### config.mk
export PLATFORM = sky130hd
export DESIGN_NAME = sync_length_sum_frame_extractor
export DESIGN_NICKNAME = d
export VERILOG_FILES = /design/src/rtl/slfe_pkg.sv /design/src/rtl/slfe_ram.sv /design/src/rtl/slfe_front.sv /design/src/rtl/slfe_outq.sv /design/src/rtl/slfe_engine.sv /design/src/rtl/sync_length_sum_frame_extractor.sv
export SDC_FILE = /design/constraint.sdc
export NUM_CORES = 2
export LEC_CHECK = 0
export ABC_AREA = 1
export BUFFER_PORTS_ARGS = -buffer_cell sky130_fd_sc_hd__buf_2
export CAP_MARGIN = 20
export CELL_PAD_IN_SITES_DETAIL_PLACEMENT = 0
export CELL_PAD_IN_SITES_GLOBAL_PLACEMENT = 1
export CORE_MARGIN = 2
export CORE_UTILIZATION = 55
export DETAILED_ROUTE_END_ITERATION = 16
export HOLD_SLACK_MARGIN = 0.15
export PLACE_DENSITY = 0.89
export SLEW_MARGIN = 20
export SYNTH_ARGS = -nofsm -noshare
export SYNTH_HDL_FRONTEND = slang
export SYNTH_SLANG_ARGS = --single-unit
### constraint.sdc
create_clock -name clk_i -period 10.6 [get_ports clk_i]
set_input_delay 2.12 -clock clk_i [delete_from_list [all_inputs] [get_ports clk_i]]
set_output_delay 2.12 -clock clk_i [all_outputs]
set_load 0.02 [all_outputs]
### src/rtl/slfe_pkg.sv
// ----------------------------------------------------------------------------
// slfe_pkg
// Shared constants, types and helpers for the sync/length/checksum frame
// extractor.
// ----------------------------------------------------------------------------
package slfe_pkg;

  localparam int BUFFER_DEPTH  = 256;
  localparam int MAX_FRAME_LEN = 64;

  localparam int PTR_W = $clog2(BUFFER_DEPTH);
  localparam int LEN_W = $clog2(MAX_FRAME_LEN + 1);
  localparam int CMP_W = (PTR_W >= 8) ? PTR_W + 1 : 9;

  // input and result queue depths
  localparam int IQ_DEPTH = 2;
  localparam int OQ_DEPTH = 4;

  // configuration register map
  localparam int       APB_AW      = 3;
  localparam logic     REG_SYNC    = 1'b0;
  localparam logic     REG_MINLEN  = 1'b1;
  localparam logic [7:0] SYNC_RESET   = 8'hAA;
  localparam logic [6:0] MINLEN_RESET = 7'd3;
  localparam int       MIN_LEGAL   = 3;

  // result kinds
  localparam logic KIND_FRAME = 1'b0;
  localparam logic KIND_DROP  = 1'b1;

  typedef struct packed {
    logic       kind;
    logic [7:0] frame_byte;
    logic       frame_last;
  } res_t;

  // ring buffer pointer plus offset, wrapping at BUFFER_DEPTH
  function automatic logic [PTR_W-1:0] ptr_add(input logic [PTR_W-1:0] ptr,
                                               input logic [LEN_W-1:0] off);
    logic [CMP_W-1:0] s;
    s = CMP_W'(ptr) + CMP_W'(off);
    if (s >= CMP_W'(BUFFER_DEPTH)) begin
      s = s - CMP_W'(BUFFER_DEPTH);
    end
    return s[PTR_W-1:0];
  endfunction

endpackage

### src/rtl/slfe_ram.sv
// ----------------------------------------------------------------------------
// slfe_ram
// Generic single-write, single-read RAM with registered read data.
// ----------------------------------------------------------------------------
module slfe_ram #(
  parameter int WIDTH = 8,
  parameter int DEPTH = 256
) (
  input  logic                     clk_i,
  input  logic                     we_i,
  input  logic [$clog2(DEPTH)-1:0] waddr_i,
  input  logic [WIDTH-1:0]         wdata_i,
  input  logic [$clog2(DEPTH)-1:0] raddr_i,
  output logic [WIDTH-1:0]         rdata_o
);

  logic [WIDTH-1:0] mem_q [DEPTH];

  always_ff @(posedge clk_i) begin
    if (we_i) begin
      mem_q[waddr_i] <= wdata_i;
    end
    rdata_o <= mem_q[raddr_i];
  end

endmodule

### src/rtl/slfe_front.sv
// ----------------------------------------------------------------------------
// slfe_front
// Input side: short queue of received bytes ahead of the search engine.
// ----------------------------------------------------------------------------
module slfe_front (
  input  logic       clk_i,
  input  logic       rst_ni,
  input  logic       push_i,
  input  logic [7:0] byte_i,
  output logic       full_o,
  output logic       valid_o,
  output logic [7:0] byte_o,
  input  logic       pop_i
);
  import slfe_pkg::*;

  localparam int IDX_W = (IQ_DEPTH > 1) ? $clog2(IQ_DEPTH) : 1;
  localparam int CNT_W = $clog2(IQ_DEPTH + 1);

  logic [7:0]       data_q [IQ_DEPTH];
  logic [IDX_W-1:0] wr_q, wr_d, rd_q, rd_d;
  logic [CNT_W-1:0] cnt_q, cnt_d;
  logic             do_push, do_pop;

  assign full_o  = (cnt_q == CNT_W'(IQ_DEPTH));
  assign valid_o = (cnt_q != '0);
  assign byte_o  = data_q[rd_q];
  assign do_push = push_i && !full_o;
  assign do_pop  = pop_i && valid_o;

  always_comb begin
    wr_d  = wr_q;
    rd_d  = rd_q;
    cnt_d = cnt_q;
    if (do_push) begin
      wr_d = (wr_q == IDX_W'(IQ_DEPTH - 1)) ? '0 : wr_q + 1'b1;
    end
    if (do_pop) begin
      rd_d = (rd_q == IDX_W'(IQ_DEPTH - 1)) ? '0 : rd_q + 1'b1;
    end
    if (do_push && !do_pop) begin
      cnt_d = cnt_q + 1'b1;
    end else if (do_pop && !do_push) begin
      cnt_d = cnt_q - 1'b1;
    end
  end

  always_ff @(posedge clk_i or negedge rst_ni) begin
    if (!rst_ni) begin
      wr_q  <= '0;
      rd_q  <= '0;
      cnt_q <= '0;
    end else begin
      wr_q  <= wr_d;
      rd_q  <= rd_d;
      cnt_q <= cnt_d;
    end
  end

  always_ff @(posedge clk_i) begin
    if (do_push) begin
      data_q[wr_q] <= byte_i;
    end
  end

endmodule

### src/rtl/slfe_outq.sv
// ----------------------------------------------------------------------------
// slfe_outq
// Result queue between the search engine and the output port.
// ----------------------------------------------------------------------------
module slfe_outq (
  input  logic                 clk_i,
  input  logic                 rst_ni,
  input  logic                 push_i,
  input  slfe_pkg::res_t       res_i,
  output logic                 full_o,
  output logic                 empty_o,
  output slfe_pkg::res_t       res_o,
  input  logic                 pop_i
);
  import slfe_pkg::*;

  localparam int IDX_W = $clog2(OQ_DEPTH);
  localparam int CNT_W = $clog2(OQ_DEPTH + 1);

  res_t             data_q [OQ_DEPTH];
  logic [IDX_W-1:0] wr_q, wr_d, rd_q, rd_d;
  logic [CNT_W-1:0] cnt_q, cnt_d;
  logic             do_push, do_pop;

  assign full_o  = (cnt_q == CNT_W'(OQ_DEPTH));
  assign empty_o = (cnt_q == '0);
  assign res_o   = data_q[rd_q];
  assign do_push = push_i && !full_o;
  assign do_pop  = pop_i && !empty_o;

  always_comb begin
    wr_d  = wr_q;
    rd_d  = rd_q;
    cnt_d = cnt_q;
    if (do_push) begin
      wr_d = (wr_q == IDX_W'(OQ_DEPTH - 1)) ? '0 : wr_q + 1'b1;
    end
    if (do_pop) begin
      rd_d = (rd_q == IDX_W'(OQ_DEPTH - 1)) ? '0 : rd_q + 1'b1;
    end
    if (do_push && !do_pop) begin
      cnt_d = cnt_q + 1'b1;
    end else if (do_pop && !do_push) begin
      cnt_d = cnt_q - 1'b1;
    end
  end

  always_ff @(posedge clk_i or negedge rst_ni) begin
    if (!rst_ni) begin
      wr_q  <= '0;
      rd_q  <= '0;
      cnt_q <= '0;
    end else begin
      wr_q  <= wr_d;
      rd_q  <= rd_d;
      cnt_q <= cnt_d;
    end
  end

  always_ff @(posedge clk_i) begin
    if (do_push) begin
      data_q[wr_q] <= res_i;
    end
  end

endmodule

### src/rtl/slfe_engine.sv
// ----------------------------------------------------------------------------
// slfe_engine
// Back end: ring buffer store, frame search, checksum and frame readout.
// ----------------------------------------------------------------------------
module slfe_engine (
  input  logic                 clk_i,
  input  logic                 rst_ni,
  input  logic [7:0]           sync_i,
  input  logic [slfe_pkg::LEN_W-1:0] minlen_i,
  input  logic                 in_valid_i,
  input  logic [7:0]           in_byte_i,
  output logic                 in_pop_o,
  input  logic                 res_full_i,
  output logic                 res_push_o,
  output slfe_pkg::res_t       res_o
);
  import slfe_pkg::*;

  localparam logic [2:0] S_IDLE = 3'd0;
  localparam logic [2:0] S_CHK  = 3'd1;
  localparam logic [2:0] S_SYNC = 3'd2;
  localparam logic [2:0] S_LEN  = 3'd3;
  localparam logic [2:0] S_SUM  = 3'd4;
  localparam logic [2:0] S_EMIT = 3'd5;

  logic [2:0]       state_q, state_d;
  logic [PTR_W-1:0] rp_q, rp_d, wp_q, wp_d;
  logic [LEN_W-1:0] len_q, len_d, idx_q, idx_d;
  logic [7:0]       sum_q, sum_d;

  logic [CMP_W-1:0] count;
  logic [LEN_W-1:0] rd_off;
  logic             ram_we;
  logic [7:0]       rdata;
  logic             idx_end;

  slfe_ram #(
    .WIDTH (8),
    .DEPTH (BUFFER_DEPTH)
  ) u_store (
    .clk_i   (clk_i),
    .we_i    (ram_we),
    .waddr_i (wp_q),
    .wdata_i (in_byte_i),
    .raddr_i (ptr_add(rp_q, rd_off)),
    .rdata_o (rdata)
  );

  // bytes held in the ring
  assign count = (wp_q >= rp_q) ? CMP_W'(wp_q) - CMP_W'(rp_q)
                                : CMP_W'(wp_q) + CMP_W'(BUFFER_DEPTH) - CMP_W'(rp_q);
  assign idx_end = (idx_q == len_q - 1'b1);

  always_comb begin
    state_d    = state_q;
    rp_d       = rp_q;
    wp_d       = wp_q;
    len_d      = len_q;
    idx_d      = idx_q;
    sum_d      = sum_q;
    rd_off     = '0;
    ram_we     = 1'b0;
    in_pop_o   = 1'b0;
    res_push_o = 1'b0;
    res_o      = '0;
    unique case (state_q)
      S_IDLE: begin
        if (in_valid_i) begin
          if (count == CMP_W'(BUFFER_DEPTH - 1)) begin
            // ring full: report the byte instead of storing it
            if (!res_full_i) begin
              res_push_o       = 1'b1;
              res_o.kind       = KIND_DROP;
              res_o.frame_byte = in_byte_i;
              res_o.frame_last = 1'b1;
              in_pop_o         = 1'b1;
            end
          end else begin
            ram_we   = 1'b1;
            in_pop_o = 1'b1;
            wp_d     = ptr_add(wp_q, LEN_W'(1));
            state_d  = S_CHK;
          end
        end
      end
      S_CHK: begin
        if (count < CMP_W'(minlen_i)) begin
          state_d = S_IDLE;
        end else begin
          state_d = S_SYNC;
        end
      end
      S_SYNC: begin
        rd_off = LEN_W'(1);
        if (rdata != sync_i) begin
          rp_d    = ptr_add(rp_q, LEN_W'(1));
          state_d = S_CHK;
        end else begin
          sum_d   = rdata;
          state_d = S_LEN;
        end
      end
      S_LEN: begin
        rd_off = LEN_W'(2);
        if (CMP_W'(rdata) < CMP_W'(minlen_i) || CMP_W'(rdata) > CMP_W'(MAX_FRAME_LEN) ||
            CMP_W'(rdata) > CMP_W'(BUFFER_DEPTH - 1)) begin
          rp_d    = ptr_add(rp_q, LEN_W'(1));
          state_d = S_CHK;
        end else if (count < CMP_W'(rdata)) begin
          state_d = S_IDLE;
        end else begin
          len_d   = LEN_W'(rdata);
          sum_d   = sum_q + rdata;
          idx_d   = LEN_W'(2);
          state_d = S_SUM;
        end
      end
      S_SUM: begin
        rd_off = idx_end ? '0 : idx_q + 1'b1;
        if (idx_end) begin
          if (sum_q == rdata) begin
            idx_d   = '0;
            state_d = S_EMIT;
          end else begin
            rp_d    = ptr_add(rp_q, LEN_W'(1));
            state_d = S_CHK;
          end
        end else begin
          sum_d = sum_q + rdata;
          idx_d = idx_q + 1'b1;
        end
      end
      S_EMIT: begin
        // hold the read address while the result queue is full
        rd_off = res_full_i ? idx_q : idx_q + 1'b1;
        if (!res_full_i) begin
          res_push_o       = 1'b1;
          res_o.kind       = KIND_FRAME;
          res_o.frame_byte = rdata;
          res_o.frame_last = idx_end;
          if (idx_end) begin
            rp_d    = ptr_add(rp_q, len_q);
            state_d = S_IDLE;
          end else begin
            idx_d = idx_q + 1'b1;
          end
        end
      end
      default: begin
        state_d = S_IDLE;
      end
    endcase
  end

  always_ff @(posedge clk_i or negedge rst_ni) begin
    if (!rst_ni) begin
      state_q <= S_IDLE;
      rp_q    <= '0;
      wp_q    <= '0;
    end else begin
      state_q <= state_d;
      rp_q    <= rp_d;
      wp_q    <= wp_d;
    end
  end

  always_ff @(posedge clk_i) begin
    len_q <= len_d;
    idx_q <= idx_d;
    sum_q <= sum_d;
  end

endmodule

### src/rtl/sync_length_sum_frame_extractor.sv
// ----------------------------------------------------------------------------
// sync_length_sum_frame_extractor
// Ring-buffered deframer: sync byte, length byte, body, 8-bit sum checksum.
// ----------------------------------------------------------------------------
// Timing: a byte is written to the ring when the engine takes it from the input
//   queue; after a frame's last byte the search runs S_CHK, S_SYNC, S_LEN, S_SUM,
//   then the frame streams at 1 byte/cycle while the result queue has room.
// Service: one byte in service at a time; a bad sync, length or checksum drops one
//   byte and restarts at S_CHK, searching again on the single RAM read port.
// Reset: async active low; ring and queues empty, sync 0xAA, min length 3.
module sync_length_sum_frame_extractor (
  input  logic                        clk_i,
  input  logic                        rst_ni,
  // byte input (queue-style)
  input  logic                        push,
  output logic                        full,
  input  logic [7:0]                  byte_in_i,
  // result output (queue-style)
  output logic                        empty,
  input  logic                        pop,
  output logic                        kind_o,
  output logic [7:0]                  frame_byte_o,
  output logic                        frame_last_o,
  // APB configuration port
  input  logic                        psel,
  input  logic                        penable,
  input  logic                        pwrite,
  input  logic [slfe_pkg::APB_AW-1:0] paddr,
  input  logic [31:0]                 pwdata,
  output logic [31:0]                 prdata,
  output logic                        pready
);
  import slfe_pkg::*;

  logic [7:0]       sync_q;
  logic [6:0]       minlen_q;
  logic [LEN_W-1:0] minlen_eff;
  logic             cfg_wr;

  logic             fe_valid, fe_pop;
  logic [7:0]       fe_byte;
  logic             rq_full, rq_push;
  res_t             eng_res, rq_res;

  // --- configuration registers --------------------------------------------
  // zero wait state; register index is the word address bit
  assign pready = 1'b1;
  assign cfg_wr = psel && penable && pwrite && pready;

  always_ff @(posedge clk_i or negedge rst_ni) begin
    if (!rst_ni) begin
      sync_q   <= SYNC_RESET;
      minlen_q <= MINLEN_RESET;
    end else if (cfg_wr) begin
      unique case (paddr[2])
        REG_SYNC:   sync_q   <= pwdata[7:0];
        REG_MINLEN: minlen_q <= pwdata[6:0];
        default:    ;
      endcase
    end
  end

  always_comb begin
    unique case (paddr[2])
      REG_SYNC:   prdata = 32'(sync_q);
      REG_MINLEN: prdata = 32'(minlen_q);
      default:    prdata = '0;
    endcase
  end

  // minimum length clamped into 3..MAX_FRAME_LEN
  always_comb begin
    if (minlen_q < 7'(MIN_LEGAL)) begin
      minlen_eff = LEN_W'(MIN_LEGAL);
    end else if (8'(minlen_q) > 8'(MAX_FRAME_LEN)) begin
      minlen_eff = LEN_W'(MAX_FRAME_LEN);
    end else begin
      minlen_eff = LEN_W'(minlen_q);
    end
  end

  // --- front: input byte queue --------------------------------------------
  slfe_front u_front (
    .clk_i   (clk_i),
    .rst_ni  (rst_ni),
    .push_i  (push),
    .byte_i  (byte_in_i),
    .full_o  (full),
    .valid_o (fe_valid),
    .byte_o  (fe_byte),
    .pop_i   (fe_pop)
  );

  // --- back: ring buffer, search and readout ------------------------------
  slfe_engine u_engine (
    .clk_i      (clk_i),
    .rst_ni     (rst_ni),
    .sync_i     (sync_q),
    .minlen_i   (minlen_eff),
    .in_valid_i (fe_valid),
    .in_byte_i  (fe_byte),
    .in_pop_o   (fe_pop),
    .res_full_i (rq_full),
    .res_push_o (rq_push),
    .res_o      (eng_res)
  );

  // --- result queue: decouples engine from output stalls ------------------
  slfe_outq u_outq (
    .clk_i   (clk_i),
    .rst_ni  (rst_ni),
    .push_i  (rq_push),
    .res_i   (eng_res),
    .full_o  (rq_full),
    .empty_o (empty),
    .res_o   (rq_res),
    .pop_i   (pop)
  );

  assign kind_o       = rq_res.kind;
  assign frame_byte_o = rq_res.frame_byte;
  assign frame_last_o = rq_res.frame_last;

endmodule

==> impl_metrics.json <==
{
  "status": "completed",
  "routed_via_density": 5.74,
  "ctsResizeCount": 0,
  "drv_cap": 0,
  "hold_viol": 0,
  "fin_crit_sh_pct": 63.5,
  "grt_pass1_wl_mm": 348,
  "rr_worst_depth": 28,
  "synthAdderAreaFrac_pct": 0.933,
  "synth_compound_area_share_pct": 6.63,
  "synth.cells.most_frequent": "edfxtp_1 (2126), nor2_1 (2046), nand2_1 (1584)",
  "hpwlAfterDp_mm": 128,
  "setup-tns-final_ps": 0,
  "finalClockSkew_ps": 47.5,
  "fmax_ghz": 0.148,
  "clock_latency_ps": 860,
  "slowest_stage": "fa_4",
  "nFillCells": 13100,
  "slowest_delay_ps": 1170,
  "synth-edff-count": 2126,
  "layout-drive-gt1-share_pct": 5.45,
  "route.detailed.drc": 0,
  "r2r_end": "u_engine.u_store.rdata_o[6]",
  "worst_path_most_repeated_cell": "nand2_1",
  "end_kind": "flop",
  "arrival_ps": 7480,
  "cts_setup_buffers": 0,
  "fin_nets": 8381,
  "cts_buffers": 211,
  "synth_cells": 8445,
  "drtPass1Iterations": 6,
  "hold_path_startpoint": "u_engine.rp_q[7]",
  "ys.flop_type": "edfxtp_1",
  "grt-ovfl-total": 0,
  "grt_max_degree": 216,
  "setup_viol": 0,
  "drt_iter0_markers": 7212,
  "cts_tree": "yes",
  "port_buffers": 43,
  "vias": 61100,
  "cp_max_fo": 91,
  "synth-simple-area-share_pct": 18.1,
  "syn_area_mm2": 0.0925,
  "postLayoutSetupSlackWorst_ps": 3860,
  "fin_worst_hold_slack_ps": 476,
  "holdPathStages": 2,
  "grt_pass1_vias": 58200,
  "slew_headroom_pct": 23.5,
  "wl_mm": 231,
  "antenna_found_initial": 6,
  "min_period_ps": 6740,
  "rsz0062_at_grt": "no",
  "instances_no_fill": 10700,
  "die_width_um": 414,
  "yosysMostFrequentCell": "edfxtp_1",
  "clkTransAtPathRegs_ps": 70,
  "cts.sinks": 2179,
  "ctsHoldBuffers": 0,
  "ys_types": 46,
  "holdPathEnd": "u_engine.rp_q[7]",
  "path_class": "reg -> reg",
  "start_kind": "flop",
  "synthToLayoutAreaGrowth_pct": 8.63,
  "tightest_slew_ps": 1150,
  "synthArstFlopShare_pct": 2.07,
  "muxShareOfSynthArea_pct": 0.0122,
  "placementRows": 150,
  "yosysSeqAreaShare_pct": 70.4,
  "clk_path_buf_depth": 3,
  "dp_cells": 10300,
  "rr_startpoint": "u_engine.len_q[0]",
  "ant_nets": 0,
  "synthXorXnorAreaFrac_pct": 0.346,
  "synth_top_family_by_area": "simple AND/OR/NAND/NOR gates",
  "synthTopCellsByArea": "edfxtp_1 (69%), nor2_1 (8.3%), nand2_1 (6.4%), o21ai_0 (5.6%), nand3_1 (2.9%)",
  "die_h_um": 414,
  "min_path_type": "reg -> reg",
  "pre_cts_ws_ps": 3970,
  "cp.required_ps": 11340,
  "io_pins": 95,
  "synth.ff_latch_count": 2179,
  "die-area_mm2": 0.172,
  "rrSetupSlack_ps": 3860,
  "initial_core_util_pct": 55.4,
  "place_congestion": 0.894,
  "yosys.area.top_type_share_pct": 69.0,
  "grt_usage_pct": 26.5,
  "cts-root-buf": "clkbuf_16",
  "core_mm2": 0.167,
  "wire_per_inst_um": 21.7,
  "yosys_warnings": 0,
  "syn_area_per_cell_um2": 11.0,
  "synth_top_cell_by_area": "edfxtp_1",
  "cts_max_level": 4,
  "slew_violations": 0
}
==> metrics by stage <==
step	area [µm²]	utilization (%)
floorplan	92600	-
global placement	93900	56.2
detailed placement	93900	56.2
CTS	100000	60.2
global route	101000	60.2
finish	101000	60.2
==> sequential cells by signal, summed over array words and instances (netlist names) <==
register	cells
u_engine.sum_q	8
u_outq.data_q	40
u_engine.u_store.mem_q	2048
u_engine.u_store.rdata_o	8
u_engine.state_q	3
u_engine.wp_q	8
u_engine.idx_q	7
u_engine.rp_q	8
u_front.rd_q	1
u_front.data_q	16
u_outq.wr_q	2
u_front.cnt_q	2
u_engine.len_q	7
minlen_q	7
u_outq.rd_q	2
u_front.wr_q	1
u_outq.cnt_q	3
sync_q	8
==> worst max-delay path, delay by kind of cell, from the launching register on <==
kind / cells / cell delay (ps)
AO/OA/AOI/OAI: 3 / 380
adder cells (fa/ha/maj): 3 / 1590
AND/OR/NAND/NOR: 17 / 2090
flip-flops: 1 / 400
buffers and inverters: 5 / 2060
==> routing by layer <==
layer / vias up / track usage (%) / part of all wire [%] / wire [µm]
li1: 28600 / - / - / -
met4: 4 / 9.26 / 3.4 / 7740
met5: - / 0 / 0.012 / 27
met2: 2663 / 42.2 / 47 / 109000
met1: 29400 / 37.0 / 41 / 93700
met3: 413 / 4.95 / 9.1 / 21000
==> layout by cell type, fill, tap and decap left out, drive strengths merged <==
cell type / netlist / routed
dfxtp: 8 / 8
or2: 2 / 2
buf: 291 / 104
o31ai: 2 / 2
nand2: 1600 / 1600
nor3b: 2 / 2
edfxtp: 2126 / 2126
ha: 61 / 61
and3: 2 / 2
a21o: 1 / 1
xor2: 28 / 28
mux2: 1 / 1
dfrtp: 39 / 39
nor4: 3 / 3
fa: 5 / 5
conb: 2 / 25
nor3: 5 / 5
dfstp: 6 / 6
nand3: 540 / 540
nand4: 15 / 15
xnor2: 6 / 6
clkinv: 2 / 94
clkbuf: 229 / 266
o21bai: 2 / 2
bufinv: 0 / 13
diode: 0 / 1
a21oi: 33 / 33
clkinvlp: 0 / 10
o211ai: 1 / 1
nand3b: 4 / 4
nor2: 2046 / 2046
o22ai: 21 / 21
inv: 206 / 218
o21ai: 1156 / 1156
==> how the worst max path moves through the flow <==
stage | cells after the start | startpoint | end | slack, ps
floorplan | 2 | paddr[2] | prdata[2] | 5680
CTS | 28 | u_engine.len_q[0] | u_engine.u_store.rdata_o[6] | 3920
finish | 28 | u_engine.len_q[0] | u_engine.u_store.rdata_o[6] | 3860
global placement | 28 | u_engine.len_q[0] | u_engine.u_store.rdata_o[6] | 4020
detailed placement | 28 | u_engine.len_q[0] | u_engine.u_store.rdata_o[5] | 3970
global route | 28 | u_engine.len_q[0] | u_engine.u_store.rdata_o[6] | 3380
==> logic make-up (layout without fill, tap and decap cells) <==
logic type / after synthesis / after routing
and+or+nand+nor: 4219 / 4219
DFF: 2179 / 2179
AOI/OAI and AO/OA: 1216 / 1216
buffers and inverters: 728 / 705
adders and majority gates: 66 / 66
xor gates and xnor gates: 34 / 34
other: 2 / 26
muxes: 1 / 1
==> layout make-up <==
| class | count | area, µm² | area share [%] |
|---|---|---|---|
| flip-flops and latches | 2179 | 65100 | 64.8 |
| inverters | 208 | 808 | 0.804 |
| clock inverters | 127 | 1090 | 1.09 |
| diodes | 1 | 2.50 | 0.00249 |
| multi-input cells | 5561 | 24300 | 24.2 |
| repair buffers | 104 | 838 | 0.834 |
| well taps | 2204 | 2760 | 2.74 |
| clock buffers | 266 | 5550 | 5.52 |
Power is not shown: default switching activity piles up to over one toggle a cycle in this logic, so the estimate is an artifact.
